## src/bary_pkg.sv

```systemverilog
// ----------------------------------------------------------------------------
// bary_pkg
// Shared widths, payload types and control structs for the barycentric UV
// interpolator.
// ----------------------------------------------------------------------------
package bary_pkg;

  localparam int WFB = 16;  // weight fraction bits

  typedef struct packed {
    logic [47:0] vert0;
    logic [47:0] vert1;
    logic [47:0] vert2;
    logic [47:0] sample_point;
    logic [31:0] tex0;
    logic [31:0] tex1;
    logic [31:0] tex2;
  } in_item_t;

  typedef struct packed {
    logic signed [15:0] tex_u;
    logic signed [15:0] tex_v;
    logic               degenerate;
  } out_item_t;

  // classified work handed from front to back
  typedef struct packed {
    logic signed [35:0] d00;
    logic signed [35:0] d01;
    logic signed [35:0] d11;
    logic signed [35:0] d20;
    logic signed [35:0] d21;
    logic [31:0]        tex0;
    logic [31:0]        tex1;
    logic [31:0]        tex2;
  } work_t;

  typedef struct packed {
    logic push;
    logic full;
  } q_ctl_t;

  localparam int NUM_W = 72;          // |numerator| bits
  localparam int DIV_W = NUM_W + WFB; // dividend bits
  localparam int DEN_W = 72;

  // side data that rides through a divider next to its quotient
  typedef struct packed {
    logic        flag;
    logic        neg;
    logic [47:0] tex;
  } div_tag_t;

endpackage

```

## src/bary_queue.sv

```systemverilog
// ----------------------------------------------------------------------------
// bary_queue
// Four-entry queue of classified work between front and back.
// ----------------------------------------------------------------------------
module bary_queue (
  input  logic            clk,
  input  logic            rst,
  input  bary_pkg::q_ctl_t ctl_in,
  output logic            room,
  input  bary_pkg::work_t wr_data,
  output logic            rd_valid,
  input  logic            rd_ready,
  output bary_pkg::work_t rd_data
);
  bary_pkg::work_t mem [4];
  logic [1:0] wp, rp;
  logic [2:0] cnt;
  logic pop;

  assign pop      = rd_valid && rd_ready;
  assign rd_valid = cnt != 3'd0;
  assign rd_data  = mem[rp];
  // room counts a pop in the same cycle
  assign room     = (cnt != 3'd4) || pop;

  always_ff @(posedge clk) begin
    if (rst) begin
      wp <= '0; rp <= '0; cnt <= '0;
    end else begin
      if (ctl_in.push) wp <= wp + 2'd1;
      if (pop) rp <= rp + 2'd1;
      cnt <= cnt + {2'b0, ctl_in.push} - {2'b0, pop};
    end
  end

  always_ff @(posedge clk) begin
    if (ctl_in.push) mem[wp] <= wr_data;
  end
endmodule

```

## config.mk

```make
export PLATFORM = sky130hd
export DESIGN_NAME = bary_queue
export DESIGN_NICKNAME = d
export VERILOG_FILES = /design/src/bary_pkg.sv /design/src/bary_queue.sv
export SDC_FILE = /design/constraint.sdc
export NUM_CORES = 1
export LEC_CHECK = 0
export BUFFER_PORTS_ARGS = -buffer_cell sky130_fd_sc_hd__buf_2
export CAP_MARGIN = 10
export CORE_ASPECT_RATIO = 1.1
export CORE_UTILIZATION = 55
export CTS_CLUSTER_DIAMETER = 200
export DETAILED_ROUTE_END_ITERATION = 7
export GPL_TIMING_DRIVEN = 0
export PLACE_DENSITY = 0.77
export SLEW_MARGIN = 20
export SYNTH_ARGS = -nofsm -noshare
export SYNTH_HDL_FRONTEND = slang
export SYNTH_SLANG_ARGS = --single-unit
```

## constraint.sdc

```tcl
create_clock -name clk -period 13.1 [get_ports clk]
set_clock_uncertainty 0.15 [all_clocks]
set_input_delay 2.62 -clock clk [delete_from_list [all_inputs] [get_ports clk]]
set_output_delay 2.62 -clock clk [all_outputs]
set_load 0.01 [all_outputs]
```

==> results of run 1 <==
-- state kept, by name, summed over array words and instances, names as in the netlist, named ones only --
| name | count |
|---|---|
| cnt | 3 |
| mem | 1104 |
| rp | 2 |
| wp | 2 |
-- power by group through the flow --
stage | Clock [mW] | Combinational [mW] | Sequential (mW)
floorplan | 0 | 0.954 | 4.25
global placement | 0 | 1.53 | 4.29
detailed placement | 0 | 1.58 | 4.21
CTS | 3.06 | 1.60 | 4.14
global route | 3.19 | 1.66 | 4.15
finish | 3.01 | 1.57 | 4.14
-- worst max-delay path: cells and delay by family --
family / cells / cell delay [ns]
buffers and inverters: 2 / 0.28
and+or+nand+nor: 1 / 0.60
-- synthesized netlist by cell type, types with 3 or more instances --
cell type / count
clkbuf_1: 6
mux4_2: 150
ha_1: 6
and2_1: 4
buf_8: 3
dfxtp_1: 9
inv_1: 5
edfxtp_1: 1104
nor2_1: 6
mux2_2: 3
buf_2: 29
buf_6: 25
mux4_1: 126
nor2b_1: 3
-- kinds of logic after synthesis --
family | share of synthesized area
flip-flops | 0.8169
multiplexers | 0.1650
buffers and inverters | 0.01257
AND/OR/NAND/NOR | 0.002024
adder cells (fa/ha/maj) | 0.002330
AO/OA/AOI/OAI | 0.0004294
XOR/XNOR | 0.0007666
-- per-stage QoR --
step           instance area [um2]  total power [mW]
2_1_floorplan                40800             5.199
3_3_place_gp                 44780             5.818
3_5_place_dp                 45440             5.796
4_1_cts                      48930             8.797
5_1_grt                      48970             9.003
6_report                     48980             8.710
-- layer usage --
metal  GRT usage  share of wire  vias to the layer above
li1            -              -                     8023
met1      0.2638           0.36                     9709
met2      0.3728           0.52                      689
met3     0.06550          0.078                      189
met4      0.1017          0.039                       26
met5           0         0.0020                        -
-- layout make-up --
cell class,instances,area share
timing repair buffer,581,0.07009
multi-input combinational,306,0.1423
tap,954,0.02437
inverter,5,0.0003831
clock buffer,132,0.05806
clock inverter,66,0.01326
sequential,1113,0.6805
antenna,20,0.001022
buffer,63,0.01009
-- worst max path at each step --
| stage | to | slack, ns | depth (start not counted) |
|---|---|---|---|
| after floorplan | mem[0][0] | 3.43 | 1 |
| after global placement | mem[3][232] | -1.52 | 2 |
| after detailed placement | room | 6.84 | 3 |
| after CTS | room | 6.83 | 3 |
| after global routing | room | 6.81 | 3 |
| final | room | 6.83 | 3 |
==> flow_summary_export.csv, run 1 <==
group,metric,value,unit
status,status,"complete, no violations",
global_route,grt_pass1_wl,121800,um
synth,post_synth.cell_area_avg,27.44,um2
clocking,ctsResizeCount,0,
clocking,clock-sinks,1113,
detailed_routing,vias_per_cell,5.752,
pwr,power.share.clock,0.345,
synth,syn_area,40800,um2
synth,synth.ff_latch_count,1113,
finish,fin_cells,3240,
timing,tns,0,ns
timing,worstMarginPinSlew,0.9054,ns
timing,finalHoldViolations,0,
finish,multiInputGateArea,6969,um2
floorplan,rows,104,
place,hpwl,55030,um
pwr,power_frac_comb,0.180,
finish,fin_nets,2463,
finish,register_area,33330,um2
synth,async_reset_ff_frac,0,
synth,yosysTopAreaCell,"edfxtp_1",
clocking,postCtsSetupRepairBufs,0,
timing,relSlewSlack,0.3964,
timing,fin_crit_sh,0.4789,
critical_path,r2r-start,"wp[0]",
global_route,grt_max_degree,49,
finish,area_growth,20.05,%
critical_path,critPathLaunchType,"input pin",
timing,fin_crit,6.273,ns
critical_path,cp.required,10.33,ns
finish,layout-drive-gt1-share,0.4219,
clocking,clkLatencyLatePin,0.66,ns
finish,final_cell_mix,"edfxtp_1, buf_2, mux4_2",
synth,syn_nets,1775,
floorplan,die_y,287.7,um
global_route,grt_pass1_vias,19660,
clocking,tritoncts,"yes",
hold_path,hp-start,"wp[0]",
clocking,cts-root-buf,"clkbuf_16",
detailed_routing,dr.first_iter.drc_count,1403,
detailed_routing,drt_first_pass_iters,7,
critical_path,cp_max_fo,3,
timing,setup_ws,6.827,ns
floorplan,start_util,0.5570,
floorplan,core,73260,um2
critical_path,crit_path_frequent_cell,"buf_2",
timing,hold_slack,0.4306,ns
clocking,cts.clk_slew.worst_paths,0.07,ns
finish,nFillCells,4483,
timing,setup_viol,0,
critical_path,cp.arrival,3.50,ns
pwr,power.density,177.8,nW/um2
synth,ys.warnings.count,0,
timing,final-max-slew-violation-count,0,
detailed_routing,drt_wl_total,84320,um
synth,ys_seq_area_frac,0.8169,
timing,rsz0062_at_grt,"false",
floorplan,die_area,75280,um2
timing,fmax,0.1594,GHz
critical_path,startpoint,"rd_ready",
clocking,htreeDepth,3,
clocking,cts_buffers,105,
critical_path,cp_slowest_cell,"or4b_2",
synth,synthCells,1487,
pwr,seq_power_share,0.475,
critical_path,cp-end-kind,"output pin",
finish,final_core_util,0.6686,
critical_path,rrSetupSlack,10.22,ns
place,dp_worst_setup_slack,6.836,ns
pwr,switching_share,0.2457,
synth,synth_edf_count,1104,
pwr,power_switching,2.140,mW
detailed_routing,wl_per_cell,26.03,um
hold_path,min_to,"wp[0]",
global_route,grt_util_all_layers,0.2217,
place,portBuffers,556,
synth,synth_cell_types,22,
critical_path,path_cells,"buf_2 -> or4b_2 -> buf_2",
hold_path,min_path_cells,2,
clocking,clock_path_buffers,3,
detailed_routing,num_vias,18640,
pwr,p_leak,16.75,nW
place,gp_congestion,0.7395,
global_route,overflow,0,
detailed_routing,drc_errors,0,
floorplan,pin_count,559,
synth,ys.flop_type,"edfxtp_1",
finish,final_common_cell,"edfxtp_1",
pwr,internal_power,6.570,mW
critical_path,r2r_cells,7,
detailed_routing,antenna_left,0,
floorplan,fp.dieW,261.7,um
critical_path,critPathKind,"in2out",
critical_path,critPathMaxStageDelay,0.60,ns
place,place_inst,3022,
global_route,antenna_found_initial,29,
hold_path,hp-class,"reg2reg",
pwr,ir_drop,162.7,uV
critical_path,worst_r2r_endpoint,"mem[0][1]",
synth,synth.area.top_cells,"edfxtp_1, mux4_2, mux4_1, buf_6, dfxtp_1",
synth,yosysTopAreaCellShare,0.8125,
run,drv_cap,0,
clocking,holdBufCountCts,0,
Power figures use the tool's default switching activity.
==> inputs of run 2 (changes only) <==
--- a/config.mk
+++ b/config.mk
@@ -5,6 +5,7 @@
 export SDC_FILE = /design/constraint.sdc
 export NUM_CORES = 1
 export LEC_CHECK = 0
+export ABC_AREA = 1
 export BUFFER_PORTS_ARGS = -buffer_cell sky130_fd_sc_hd__buf_2
 export CAP_MARGIN = 10
 export CORE_ASPECT_RATIO = 1.1
==> constraint.sdc (replaced) <==
create_clock -name clk -period 6.4 [get_ports clk]
set_clock_uncertainty 0.15 [all_clocks]
set_input_delay 1.28 -clock clk [delete_from_list [all_inputs] [get_ports clk]]
set_output_delay 1.28 -clock clk [all_outputs]
set_load 0.01 [all_outputs]
==> flow_summary_export.csv, run 2 <==
group,metric,value,unit
pwr,power.density,382.1,nW/um2
timing,setup_ws,2.035,ns
clocking,htreeDepth,3,
synth,ys.warnings.count,0,
synth,post_synth.cell_area_avg,15.00,um2
clocking,postCtsSetupRepairBufs,0,
synth,yosysMostFrequentCell,"edfxtp_1",
critical_path,critPathLaunchType,"flip-flop",
critical_path,critPathMaxStageDelay,0.52,ns
detailed_routing,wl_per_cell,23.34,um
critical_path,cp_slowest_cell,"clkbuf_1",
floorplan,rows,104,
synth,synth.area.top_cells,"edfxtp_1, o21ai_0, nor2_1, o22ai_1, clkbuf_1",
global_route,grt_max_degree,31,
synth,synth_mux_area_frac,0,
timing,fin_crit_sh,0.6820,
synth,ys_top_cells_by_count,"edfxtp_1, nor2_1, o21ai_0, o22ai_1, clkbuf_1",
clocking,tritoncts,"yes",
finish,regMostFlops,"mem",
timing,fmax,0.2291,GHz
pwr,ir_drop,300.2,uV
detailed_routing,num_vias,26470,
finish,layout-drive-gt1-share,0.2334,
detailed_routing,drt_wl_total,105300,um
floorplan,pin_count,559,
timing,fin_crit,4.365,ns
finish,nFillCells,4928,
finish,area_growth,20.98,%
clocking,clock_path_buffers,3,
synth,synth-compound-area-share,0.1106,
place,portBuffers,557,
timing,rsz0062_at_grt,"false",
critical_path,critPathKind,"reg2out",
global_route,grt_util_all_layers,0.2700,
clocking,clock-sinks,1113,
synth,syn_area,40960,um2
run,drv_cap,0,
finish,largest_reg_flops,1104,
place,dp_worst_setup_slack,2.656,ns
synth,synth_edf_count,1104,
place,hpwl,68560,um
synth,synth_cell_types,17,
critical_path,cp.required,4.97,ns
critical_path,cp.arrival,2.93,ns
floorplan,fp.dieW,262.2,um
global_route,grt_pass1_vias,25490,
detailed_routing,antenna_left,0,
global_route,overflow,0,
place,place_inst,4285,
finish,multiInputGateArea,6783,um2
status,status,"complete, no violations",
pwr,power.total,18.94,mW
clocking,clkLatencyLatePin,0.64,ns
synth,yosysTopAreaCellShare,0.8093,
finish,register_area,33330,um2
floorplan,die_y,288.2,um
timing,setup_viol,0,
synth,yosysTopAreaCell,"edfxtp_1",
global_route,grt_pass1_wl,153300,um
clocking,cts.clk_slew.worst_paths,0.06,ns
clocking,cts_buffers,104,
hold_path,hp-class,"reg2reg",
detailed_routing,drt_first_pass_iters,6,
floorplan,start_util,0.5582,
place,dpl_cell_area,45880,um2
synth,synth.ff_latch_count,1113,
pwr,p_leak,17.26,nW
place,gp_congestion,0.8098,
finish,top_regs,"mem: 1104 flops, cnt: 3 flops",
critical_path,cp-end-kind,"output pin",
floorplan,core,73390,um2
critical_path,crit_path_frequent_cell,"buf_2",
detailed_routing,dr.first_iter.drc_count,2600,
critical_path,path_cells,"buf_4 -> inv_2 -> buf_2 -> clkbuf_1 -> o21ai_0 -> o22ai_1 -> buf_2",
detailed_routing,drc_errors,0,
synth,ys_seq_area_frac,0.8137,
synth,ys.flop_type,"edfxtp_1",
detailed_routing,vias_per_cell,5.866,
timing,finalHoldViolations,0,
finish,fin_cells,4512,
floorplan,die_area,75570,um2
synth,synth-adder-area-share,0.002321,
finish,final_common_cell,"edfxtp_1",
finish,final_cell_mix,"edfxtp_1, buf_2, nor2_1",
finish,fin_nets,3725,
synth,async_reset_ff_frac,0,
timing,final-max-slew-violation-count,0,
clocking,cts-root-buf,"clkbuf_16",
timing,worstMarginPinSlew,0.7207,ns
synth,synth_simple_gate_area_frac,0.05269,
clocking,holdBufCountCts,0,
finish,design_area,49560,um2
synth,synth_top_family_by_area,"compound AO/OA/AOI/OAI gates",
timing,relSlewSlack,0.5185,
timing,tns,0,ns
clocking,ctsResizeCount,0,
synth,syn_nets,3018,
global_route,antenna_found_initial,40,
synth,synthCells,2730,
synth,synth-xor-area-share,0,
critical_path,cp_max_fo,10,
run 2: changes by cell type in the layout (fill, tap and decap cells not counted), sizes merged, moves of 10 or more:
cell | before | now
nand2 | 0 | 11
clkbuf | 138 | 247
mux4 | 276 | 0
o21ai | 0 | 554
o22ai | 0 | 276
inv | 6 | 16
diode | 20 | 32
buf | 638 | 658
nor2 | 6 | 560
run 2: cell families after synthesis:
kind of cell             after synthesis
AND/OR/NAND/NOR                      574
AO/OA/AOI/OAI                        836
flip-flops                          1113
buffers and inverters                200
adder cells (fa/ha/maj)                7
run 2: critical path: cells and delay by family (launching register included):
| kind | cells | cell delay, ns |
|---|---|---|
| buffers and inverters | 5 | 1.51 |
| AOI/OAI and AO/OA | 2 | 0.42 |
| DFF | 1 | 0.34 |
run 2: area by class of cell:
cell class              count  area share
flip-flops and latches   1113      0.6726
multi-input cells        1417      0.1369
repair buffers            601     0.07478
clock buffers             121     0.05423
well taps                 954     0.02409
clock inverters            74     0.01840
plain buffers             183     0.01585
diodes                     32    0.001616
inverters                  17    0.001591
run 2: routing by layer:
layer	wire length, um	global-route usage	vias up
met2	52810	0.4592	1359
met4	4128	0.1150	28
met3	10280	0.07299	245
li1	-	-	11830
met5	190	0	-
met1	37920	0.3279	13010
run 2: report_power, final:
part           switching, mW  internal [mW]  total, mW  leakage [nW]
clock network           2.63           3.75       6.38          1.75
registers             0.0691           8.35       8.42          10.2
logic                   2.88           1.26       4.14          5.30
run 2: path summary, 6_finish.rpt:
check | depth (start not counted) | from | slack [ns] | to
hold reg to reg | 2 | rp[0] | 0.35 | flip-flop
setup / recovery | 7 | flip-flop | 2.04 | rd_data[129]
hold / removal | 2 | rp[0] | 0.35 | flip-flop
setup reg to reg | 8 | wp[0] | 3.67 | mem[2][198]
run 2: metrics by stage:
| stage | hold slack (ns) | util |
|---|---|---|
| after global routing | 0.3892 | 0.6750 |
| final | 0.3456 | 0.6753 |
| after CTS | 0.3496 | 0.6742 |
| after detailed placement | 0.3204 | 0.6251 |
| after floorplan | 0.2981 | - |
| after global placement | 0.3115 | 0.6126 |
